==> src/rtl/fnb_pkg.sv <==
`default_nettype none

package fnb_pkg;

   // sequencer steps; each step but S_GS and S_MIX issues one product on the shared multiplier
   typedef enum logic [2:0] {
      S_IDLE,
      S_HP,
      S_KG,
      S_LP,
      S_GE,
      S_GS,
      S_AM,
      S_MIX
   } state_type;

   // envelope segment: rising ramp, falling ramp, flat top, silent
   typedef enum logic [1:0] {
      ENV_RISE,
      ENV_FALL,
      ENV_FULL,
      ENV_ZERO
   } env_kind_type;

   typedef struct packed {
      env_kind_type kind;
      logic [24:0]  op;
      logic [19:0]  recip;
   } env_plan_type;

   // register indexes
   localparam logic [2:0] CSR_HIGH_ALPHA   = 3'd0;
   localparam logic [2:0] CSR_LOW_ALPHA    = 3'd1;
   localparam logic [2:0] CSR_INTENSITY    = 3'd2;
   localparam logic [2:0] CSR_BURST_LENGTH = 3'd3;
   localparam logic [2:0] CSR_PHASE_STEP   = 3'd4;
   localparam logic [2:0] CSR_CRESCENDO    = 3'd5;

   localparam logic [31:0] NOISE_SEED    = 32'd2463534242;
   localparam logic [24:0] P055          = 25'd9227469;
   localparam logic [24:0] P008          = 25'd1342177;
   localparam logic [24:0] P092          = 25'd15434650;
   localparam logic [24:0] ONE_Q24       = 25'd16777216;
   localparam logic [19:0] INV055        = 20'd119156;
   localparam logic [19:0] INV045        = 20'd145636;
   localparam logic [19:0] INV008        = 20'd819200;
   localparam logic [14:0] K035          = 15'd22938;
   localparam logic [16:0] ENV_UNITY     = 17'd65536;
   localparam logic [15:0] INTENSITY_MIN = 16'd32;

   // pick segment, multiplier operand and reciprocal for a phase (Q0.24)
   function automatic env_plan_type env_plan(input logic [24:0] p, input logic cresc);
      env_plan_type r;
      r.kind  = ENV_FULL;
      r.op    = '0;
      r.recip = '0;
      if (cresc) begin
         if (p < P055) begin
            r.kind  = ENV_RISE;
            r.op    = p;
            r.recip = INV055;
         end else begin
            r.kind  = ENV_FALL;
            r.op    = p - P055;
            r.recip = INV045;
         end
      end else if (p < P008) begin
         r.kind  = ENV_RISE;
         r.op    = p;
         r.recip = INV008;
      end else if (p > P092) begin
         if (p >= ONE_Q24) begin
            r.kind = ENV_ZERO;
         end else begin
            r.kind  = ENV_RISE;
            r.op    = ONE_Q24 - p;
            r.recip = INV008;
         end
      end
      return r;
   endfunction

   // xorshift32, shifts 13, 17, 5
   function automatic logic [31:0] xorshift32(input logic [31:0] w);
      logic [31:0] a;
      logic [31:0] b;
      a = w ^ (w << 13);
      b = a ^ (a >> 17);
      return b ^ (b << 5);
   endfunction

   // saturate to signed 32 bits
   function automatic logic signed [31:0] clamp32(input logic signed [54:0] v);
      logic signed [31:0] r;
      if (v > 55'sd2147483647) begin
         r = 32'sh7FFFFFFF;
      end else if (v < -55'sd2147483648) begin
         r = 32'sh80000000;
      end else begin
         r = v[31:0];
      end
      return r;
   endfunction

endpackage

`default_nettype wire

==> src/rtl/filtered_noise_burst.sv <==
// A word taken outside a burst goes from the idle step to the mix step and into the output
// register; inside a burst it passes the filter steps HP, KG, LP, GE, GS and AM in between;
// the idle step and all filter steps but GS issue a product on the shared 34x21 multiplier.
// A new word is taken only after the last one is in the output register: req_tready is high
// only while the sequencer is idle, and a finished result waits in the output register.
// Reset (synchronous, active high) clears registers to defaults, filters, index and phase,
// stops any burst and reloads the noise generator seed.
`default_nettype none

module filtered_noise_burst
   import fnb_pkg::*;
#(
   parameter int SAMPLE_BITS = 24,
   parameter int INDEX_BITS  = 16
) (
   input  wire logic                                clock,
   input  wire logic                                reset,
   // input stream
   input  wire logic                                req_tvalid,
   output logic                                     req_tready,
   input  wire logic [((SAMPLE_BITS+7)/8)*8-1:0]    req_tdata,  // base_sample
   input  wire logic                                req_tuser,  // restart
   // result stream
   output logic                                     rsp_tvalid,
   input  wire logic                                rsp_tready,
   output logic [((SAMPLE_BITS+7)/8)*8-1:0]         rsp_tdata,  // mixed_sample
   output logic                                     rsp_tuser,  // burst_active
   output logic                                     rsp_tlast,  // burst_last
   // register writes
   input  wire logic                                csr_we,
   input  wire logic [2:0]                          csr_addr,
   input  wire logic [24:0]                         csr_wdata
);

   localparam int DataW    = ((SAMPLE_BITS + 7) / 8) * 8;
   localparam int MixShift = 45 - SAMPLE_BITS;
   localparam logic [31:0] IdxMax = 32'((64'd1 << INDEX_BITS) - 64'd1);
   localparam logic signed [55:0] SMax = (56'sd1 <<< (SAMPLE_BITS - 1)) - 56'sd1;
   localparam logic signed [55:0] SMin = -SMax - 56'sd1;
   localparam logic signed [54:0] MixHalf = 55'sd1 <<< (MixShift - 1);

   // configuration
   logic [15:0] high_alpha_ff;
   logic [15:0] low_alpha_ff;
   logic [15:0] intensity_ff;
   logic [15:0] burst_length_ff;
   logic [24:0] phase_step_ff;
   logic        crescendo_ff;

   // burst state
   state_type                state_ff, state_in;
   logic [31:0]              noise_ff;
   logic signed [31:0]       hpt_ff;
   logic signed [31:0]       lpt_ff;
   logic [INDEX_BITS-1:0]    idx_ff;
   logic [24:0]              phase_ff;
   logic                     running_ff;

   // per-word working registers
   logic signed [SAMPLE_BITS-1:0] base_ff;
   logic                          run_ff;
   logic signed [28:0]            white_ff;
   logic signed [54:0]            prod_ff;
   logic [16:0]                   env_ff;
   logic [15:0]                   gain_ff;

   // output register
   logic                   rsp_valid_ff;
   logic [SAMPLE_BITS-1:0] mixed_ff;
   logic                   active_ff;
   logic                   last_ff;

   // combinational
   logic                  accept;
   logic                  restart;
   logic [INDEX_BITS-1:0] len;
   logic [INDEX_BITS-1:0] idx_eff;
   logic [24:0]           phase_eff;
   logic                  run_go;
   env_plan_type          plan_in;
   env_plan_type          plan_now;
   logic [31:0]           noise_next;
   logic signed [33:0]    mul_a;
   logic signed [20:0]    mul_b;
   logic signed [54:0]    mul_p;
   logic                  prod_load;
   logic signed [54:0]    rnd15;
   logic signed [54:0]    rnd16;
   logic signed [54:0]    rnd24;
   logic signed [54:0]    rnd_mix;
   logic [22:0]           env_s;
   logic signed [24:0]    env_raw;
   logic [16:0]           env_val;
   logic signed [55:0]    mix_sum;
   logic [SAMPLE_BITS-1:0] mix_sat;
   logic                  out_free;
   logic                  mix_load;
   logic                  last_now;

   // register writes
   always_ff @(posedge clock) begin
      if (reset) begin
         high_alpha_ff   <= 16'd655;
         low_alpha_ff    <= 16'd655;
         intensity_ff    <= '0;
         burst_length_ff <= '0;
         phase_step_ff   <= '0;
         crescendo_ff    <= 1'b0;
      end else if (csr_we) begin
         unique case (csr_addr)
            CSR_HIGH_ALPHA:   high_alpha_ff   <= csr_wdata[15:0];
            CSR_LOW_ALPHA:    low_alpha_ff    <= csr_wdata[15:0];
            CSR_INTENSITY:    intensity_ff    <= csr_wdata[15:0];
            CSR_BURST_LENGTH: burst_length_ff <= csr_wdata[15:0];
            CSR_PHASE_STEP:   phase_step_ff   <= csr_wdata;
            CSR_CRESCENDO:    crescendo_ff    <= csr_wdata[0];
            default: ;
         endcase
      end
   end

   // burst decision at accept
   assign accept    = req_tvalid && req_tready;
   assign restart   = req_tuser;
   assign len       = ({16'd0, burst_length_ff} > IdxMax) ? '1 : INDEX_BITS'(burst_length_ff);
   assign idx_eff   = restart ? '0 : idx_ff;
   assign phase_eff = restart ? '0 : phase_ff;
   assign run_go    = (restart || running_ff) && (intensity_ff > INTENSITY_MIN) &&
                      (len != '0) && (idx_eff < len);
   assign plan_in   = env_plan(phase_eff, crescendo_ff);
   assign plan_now  = env_plan(phase_ff, crescendo_ff);
   assign noise_next = xorshift32(noise_ff);

   // shared multiplier
   assign mul_p = mul_a * mul_b;

   // rounded reductions of the last product
   assign rnd15   = (prod_ff + 55'sd16384) >>> 15;
   assign rnd16   = (prod_ff + 55'sd32768) >>> 16;
   assign rnd24   = (prod_ff + 55'sd8388608) >>> 24;
   assign rnd_mix = (prod_ff + MixHalf) >>> MixShift;

   // envelope from the ramp product
   assign env_s = rnd24[22:0];
   always_comb begin
      unique case (plan_now.kind)
         ENV_RISE: env_raw = $signed({2'b00, env_s});
         ENV_FALL: env_raw = 25'sd65536 - $signed({2'b00, env_s});
         ENV_FULL: env_raw = 25'sd65536;
         ENV_ZERO: env_raw = '0;
         default:  env_raw = '0;
      endcase
      if (env_raw < 25'sd0) begin
         env_val = '0;
      end else if (env_raw > 25'sd65536) begin
         env_val = ENV_UNITY;
      end else begin
         env_val = env_raw[16:0];
      end
   end

   // mix and saturate
   assign mix_sum = 56'(rnd_mix) + 56'(base_ff);
   always_comb begin
      if (mix_sum > SMax) begin
         mix_sat = SMax[SAMPLE_BITS-1:0];
      end else if (mix_sum < SMin) begin
         mix_sat = SMin[SAMPLE_BITS-1:0];
      end else begin
         mix_sat = mix_sum[SAMPLE_BITS-1:0];
      end
   end

   assign out_free = !rsp_valid_ff || rsp_tready;
   assign mix_load = (state_ff == S_MIX) && out_free;
   assign last_now = run_ff && (({1'b0, idx_ff} + (INDEX_BITS+1)'(1)) == {1'b0, len});

   // next state
   always_comb begin
      unique case (state_ff)
         S_IDLE:  state_in = accept ? (run_go ? S_HP : S_MIX) : S_IDLE;
         S_HP:    state_in = S_KG;
         S_KG:    state_in = S_LP;
         S_LP:    state_in = S_GE;
         S_GE:    state_in = S_GS;
         S_GS:    state_in = S_AM;
         S_AM:    state_in = S_MIX;
         S_MIX:   state_in = out_free ? S_IDLE : S_MIX;
         default: state_in = S_IDLE;
      endcase
   end

   // multiplier operands per step
   always_comb begin
      req_tready = (state_ff == S_IDLE);
      prod_load  = (state_ff != S_MIX);
      unique case (state_ff)
         S_IDLE: begin
            mul_a = {9'd0, plan_in.op};
            mul_b = {1'b0, plan_in.recip};
         end
         S_HP: begin
            mul_a = 34'(white_ff) - 34'(hpt_ff);
            mul_b = {5'd0, high_alpha_ff};
         end
         S_KG: begin
            mul_a = {18'd0, intensity_ff};
            mul_b = {6'd0, K035};
         end
         S_LP: begin
            mul_a = 34'(white_ff) - 34'(hpt_ff) - 34'(lpt_ff);
            mul_b = {5'd0, low_alpha_ff};
         end
         S_GE: begin
            mul_a = {17'd0, env_ff};
            mul_b = {5'd0, gain_ff};
         end
         S_AM: begin
            mul_a = 34'(lpt_ff);
            mul_b = {5'd0, gain_ff};
         end
         default: begin
            mul_a = '0;
            mul_b = '0;
         end
      endcase
   end

   // control state
   always_ff @(posedge clock) begin
      if (reset) begin
         state_ff     <= S_IDLE;
         noise_ff     <= NOISE_SEED;
         hpt_ff       <= '0;
         lpt_ff       <= '0;
         idx_ff       <= '0;
         phase_ff     <= '0;
         running_ff   <= 1'b0;
         rsp_valid_ff <= 1'b0;
      end else begin
         state_ff <= state_in;
         if (accept) begin
            running_ff <= run_go;
            if (restart) begin
               hpt_ff   <= '0;
               lpt_ff   <= '0;
               idx_ff   <= '0;
               phase_ff <= '0;
            end
            if (run_go) begin
               noise_ff <= noise_next;
            end
         end
         // filter tracks
         if (state_ff == S_KG) begin
            hpt_ff <= clamp32(55'(hpt_ff) + rnd16);
         end
         if (state_ff == S_GE) begin
            lpt_ff <= clamp32(55'(lpt_ff) + rnd16);
         end
         // advance the burst as the result enters the output register
         if (mix_load) begin
            rsp_valid_ff <= 1'b1;
            if (run_ff) begin
               idx_ff   <= idx_ff + INDEX_BITS'(1);
               phase_ff <= phase_ff + phase_step_ff;
               if (last_now) begin
                  running_ff <= 1'b0;
               end
            end
         end else if (rsp_tready) begin
            rsp_valid_ff <= 1'b0;
         end
      end
   end

   // working registers, no reset
   always_ff @(posedge clock) begin
      if (accept) begin
         base_ff  <= $signed(req_tdata[SAMPLE_BITS-1:0]);
         run_ff   <= run_go;
         white_ff <= $signed(noise_next[31:3]);
      end
      if (prod_load) begin
         prod_ff <= mul_p;
      end
      if (state_ff == S_HP) begin
         env_ff <= env_val;
      end
      if (state_ff == S_LP) begin
         gain_ff <= rnd15[15:0];
      end
      if (state_ff == S_GS) begin
         gain_ff <= rnd16[15:0];
      end
      if (mix_load) begin
         mixed_ff  <= run_ff ? mix_sat : base_ff;
         active_ff <= run_ff;
         last_ff   <= last_now;
      end
   end

   assign rsp_tvalid = rsp_valid_ff;
   assign rsp_tdata  = DataW'(mixed_ff);
   assign rsp_tuser  = active_ff;
   assign rsp_tlast  = last_ff;

   // checks
   a_valid_from_mix: assert property (@(posedge clock) disable iff (reset)
      $rose(rsp_tvalid) |-> $past(state_ff == S_MIX))
      else $error("result word raised outside the mix step");

   a_last_is_active: assert property (@(posedge clock) disable iff (reset)
      rsp_tvalid && rsp_tlast |-> rsp_tuser)
      else $error("burst_last without burst_active");

   a_env_bounded: assert property (@(posedge clock) disable iff (reset)
      state_ff == S_KG |-> env_ff <= ENV_UNITY)
      else $error("envelope above unity");

   a_stop_after_last: assert property (@(posedge clock) disable iff (reset)
      mix_load && last_now |=> !running_ff)
      else $error("burst still running after its last word");

   a_pass_short: assert property (@(posedge clock) disable iff (reset)
      accept && !run_go |=> state_ff == S_MIX)
      else $error("pass-through word entered the filter steps");

endmodule

`default_nettype wire

==> config.mk <==
export PLATFORM = sky130hd
export DESIGN_NAME = filtered_noise_burst
export DESIGN_NICKNAME = d
export VERILOG_FILES = /design/src/rtl/fnb_pkg.sv /design/src/rtl/filtered_noise_burst.sv
export SDC_FILE = /design/constraint.sdc
export NUM_CORES = 2
export LEC_CHECK = 0
export BUFFER_PORTS_ARGS = -buffer_cell sky130_fd_sc_hd__buf_2
export CAP_MARGIN = 15
export CORE_MARGIN = 2
export CORE_UTILIZATION = 44
export DETAILED_ROUTE_END_ITERATION = 12
export HOLD_SLACK_MARGIN = 0.03
export MAX_ROUTING_LAYER = met4
export PLACE_DENSITY = 0.67
export SLEW_MARGIN = 15
export SYNTH_ARGS = -nofsm -noshare
export SYNTH_HDL_FRONTEND = slang
export SYNTH_SLANG_ARGS = --single-unit
==> constraint.sdc <==
create_clock -name clock -period 17.02 [get_ports clock]
set_clock_uncertainty 0.15 [all_clocks]
set_input_delay 2.553 -clock clock [delete_from_list [all_inputs] [get_ports clock]]
set_output_delay 2.553 -clock clock [all_outputs]
set_load 0.005 [all_outputs]
==> results.py <==
metrics = {
    "placed_design": {
        "portBuffers": 85,
        "dp_hpwl_um": 140000,
        "gp_congestion": 1.02,
    },
    "die": {
        "start_util_pct": 44.5,
        "rows": 127,
        "die_w_um": 353,
        "io_pins": 86,
        "die_y_um": 353,
        "die-area_um2": 124000,
        "core_area_um2": 120000,
    },
    "logic_synthesis": {
        "synth_top_area_share_pct": 24.6,
        "async_flop_share_pct": 0,
        "synth_compound_gate_area_share_pct": 15.3,
        "synth_top_family_by_area": "adder cells",
        "synth-xor-area-share_pct": 7.95,
        "syn_avg_cell_area_um2": 8.45,
        "synth-main-ff-cell": "dfxtp_1",
        "synth-simple-area-share_pct": 16.7,
        "synth_area_um2": 53500,
        "seq_area_frac_synth_pct": 17.3,
        "syn-instance-count": 6337,
        "ys_types": 101,
        "synth_warnings": 0,
        "ys_seq_elements": 386,
        "synthAdderAreaFrac_pct": 33.3,
        "synth_mux_area_share_pct": 0.925,
        "yosysTopAreaCell": "fa_1",
        "synth_edf_count": 154,
        "synth.area.top_cells": "fa_1 25%, dfxtp_1 8.7%, ha_1 8.6%",
    },
    "global_routing": {
        "grt_use_total_pct": 28.9,
        "gr-usage-met3_pct": 4.29,
        "grt_max_degree": 91,
        "grt.busiest_layer": "met2",
        "antenna_found_initial": 5,
        "use_met1_pct": 38.2,
        "grt_pass1_vias": 45100,
        "use_met2_pct": 44.5,
        "grt_pass1_wl_um": 271000,
        "grt.overflow.total": 0,
    },
    "worst_setup_path": {
        "crit_buf_inv": 6,
        "reg2regPathDepth": 47,
        "worstReg2RegEnd": "prod_ff[52]",
        "path_common_cell": "fa_1",
        "cp_max_fo": 47,
        "endpoint_kind": "register",
        "r2r_start": "hpt_ff[1]",
        "critical_path_arrival_ns": 14.66,
        "required_ns": 17.24,
        "reg2reg_slack_ns": 3.68,
        "cp_slowest_cell": "or3_1",
        "critPathMaxStageDelay_ns": 0.78,
        "cp_top_family": "adder cells",
        "worstSetupStartpointType": "input pin",
        "startpoint": "req_tuser",
        "worstSetupPathType": "input pin to register",
    },
    "timing": {
        "period_needed_ns": 14.44,
        "finalCritPeriodShare_pct": 84.8,
        "hold_viol": 0,
        "finalMaxSlewViolations": 0,
        "fmax_mhz": 69.3,
        "slew_headroom_pct": 19.1,
        "tightestPinTransition_ns": 1.20,
        "rsz0062_at_grt": "false",
        "fin_setup_tns_ns": 0,
        "setup_viol": 0,
    },
    "clock_network": {
        "clkTransAtPathRegs_ns": 0.07,
        "clock_latency_ns": 0.63,
        "clock_path_buffers": 3,
        "cts_hold_buf": 0,
        "cts-resized-gates": 0,
        "numCtsBuffers": 42,
        "cts_tree": "built",
        "root_buffer": "clkbuf_16",
        "htreeDepth": 2,
        "postCtsSetupRepairBufs": 0,
        "clock_sinks": 386,
    },
    "hold_path": {
        "worstHoldStart": "low_alpha_ff[6]",
        "min_path_type": "register to register",
        "min_delay_path_depth": 2,
        "min_to": "low_alpha_ff[6]",
    },
    "detailed_routing": {
        "ant_nets": 0,
        "drt_iter0_drc": 4399,
        "drc": 0,
        "via_count": 45600,
        "vias_per_cell": 5.73,
        "wirelength_um": 177000,
        "first_pass_iters": 8,
        "wl_per_cell_um": 22.3,
    },
    "flow_run": {
        "drv_cap": 0,
    },
    "final_layout": {
        "synthToLayoutAreaGrowth_pct": 6.87,
        "layout-drive-gt1-share_pct": 5.16,
        "layout.nets": 7385,
    },
    "outcome": {
        "outcome": "completed",
    },
}
==> placed cells by master, fill, tap and decap left out, drive strengths merged, types with 23 or more instances in the layout <==
| master | instances |
|---|---|
| or3 | 39 |
| a221o | 81 |
| nor2b | 66 |
| ha | 370 |
| a21o | 146 |
| a211oi | 26 |
| a31oi | 37 |
| xnor2 | 304 |
| o211ai | 25 |
| nand3 | 96 |
| o21bai | 38 |
| xor2 | 182 |
| nand4 | 35 |
| nand2 | 862 |
| a21oi | 422 |
| dfxtp | 232 |
| inv | 917 |
| nand3b | 25 |
| clkbuf | 63 |
| nand2b | 45 |
| edfxtp | 154 |
| buf | 162 |
| and2 | 151 |
| mux2i | 27 |
| o21ai | 186 |
| fa | 658 |
| and3 | 69 |
| o31ai | 23 |
| nor3 | 85 |
| a22oi | 53 |
| conb | 42 |
| nor2 | 403 |
| nor4 | 27 |
| o21a | 37 |
==> how the worst max path moves through the flow <==
stage	cells after the start	slack (ns)	end
4_1_cts	41	2.79	prod_ff[43]
2_1_floorplan	45	4.47	prod_ff[43]
5_1_grt	41	2.02	prod_ff[43]
3_5_place_dp	41	2.15	prod_ff[43]
6_report	41	2.58	prod_ff[43]
3_3_place_gp	41	2.30	prod_ff[43]
==> stage by stage <==
stage	instance area (µm²)	hold slack, ns	util [%]	worst slack [ns]	cells
after CTS	57200	0.306	47.6	2.79	7945
final	57200	0.307	47.6	2.58	7948
after detailed placement	55700	0.297	46.3	2.15	7867
after global placement	55700	0.292	46.3	2.30	7867
after global routing	57200	0.324	47.6	2.02	7947
after floorplan	53700	0.285	-	4.47	6377
==> worst reg2reg max path: cells and delay by family, from the launching register on <==
kind | cells | cell delay (ns)
fa+ha+maj | 10 | 4.87
xor+xnor | 3 | 0.74
flops | 1 | 0.38
buf+inv | 4 | 0.31
simple gates | 13 | 2.21
compound gates | 17 | 4.41
==> synth_stat cells, types with 37 or more instances <==
library cell,n
nor2_1,403
edfxtp_1,154
o21ai_1,38
fa_1,658
xor2_1,182
a221o_1,81
o21ai_0,148
nor2b_1,66
a31oi_1,37
and3_1,69
nand3_1,96
a21o_1,146
nand2_1,862
or3_1,37
a21oi_1,420
clkbuf_1,245
xnor2_1,304
a22oi_1,53
and2_1,150
inv_1,911
o21a_1,37
nand2b_1,45
ha_1,370
dfxtp_1,232
nor3_1,85
o21bai_1,37
==> logic make-up (layout without fill, tap and decap cells) <==
family,count (synthesis),in the layout
AOI/OAI and AO/OA,1236,1236
xor gates and xnor gates,486,486
adders and majority gates,1029,1029
buffers and inverters,1196,1152
DFF,386,386
muxes,47,47
other,2,45
and+or+nand+nor,1955,1955
==> registers in the layout, summed over array words and instances, names as in the netlist, 24 cells and up <==
| signal | cells |
|---|---|
| base_ff | 24 |
| hpt_ff | 32 |
| noise_ff | 32 |
| white_ff | 29 |
| lpt_ff | 32 |
| rsp_tdata | 24 |
| phase_ff | 25 |
| phase_step_ff | 25 |
| prod_ff | 41 |
==> area by class of cell <==
class	instances	area, µm²
antenna	3	7.51
clock buffer	63	1240
clock inverter	15	231
fill	11700	63100
inverter	912	3420
multi-input combinational	4795	40000
sequential	386	9270
tap	1612	2020
timing repair buffer	162	1010
==> per-layer routing <==
metal | share of wire [%] | vias to the layer above
met3 | 8.0 | 366
met2 | 45 | 1859
met5 | 0 | -
li1 | - | 20800
met1 | 42 | 22500
met4 | 4.8 | 0
Power is not shown: default switching activity piles up to over one toggle a cycle in this logic, so the estimate is an artifact.
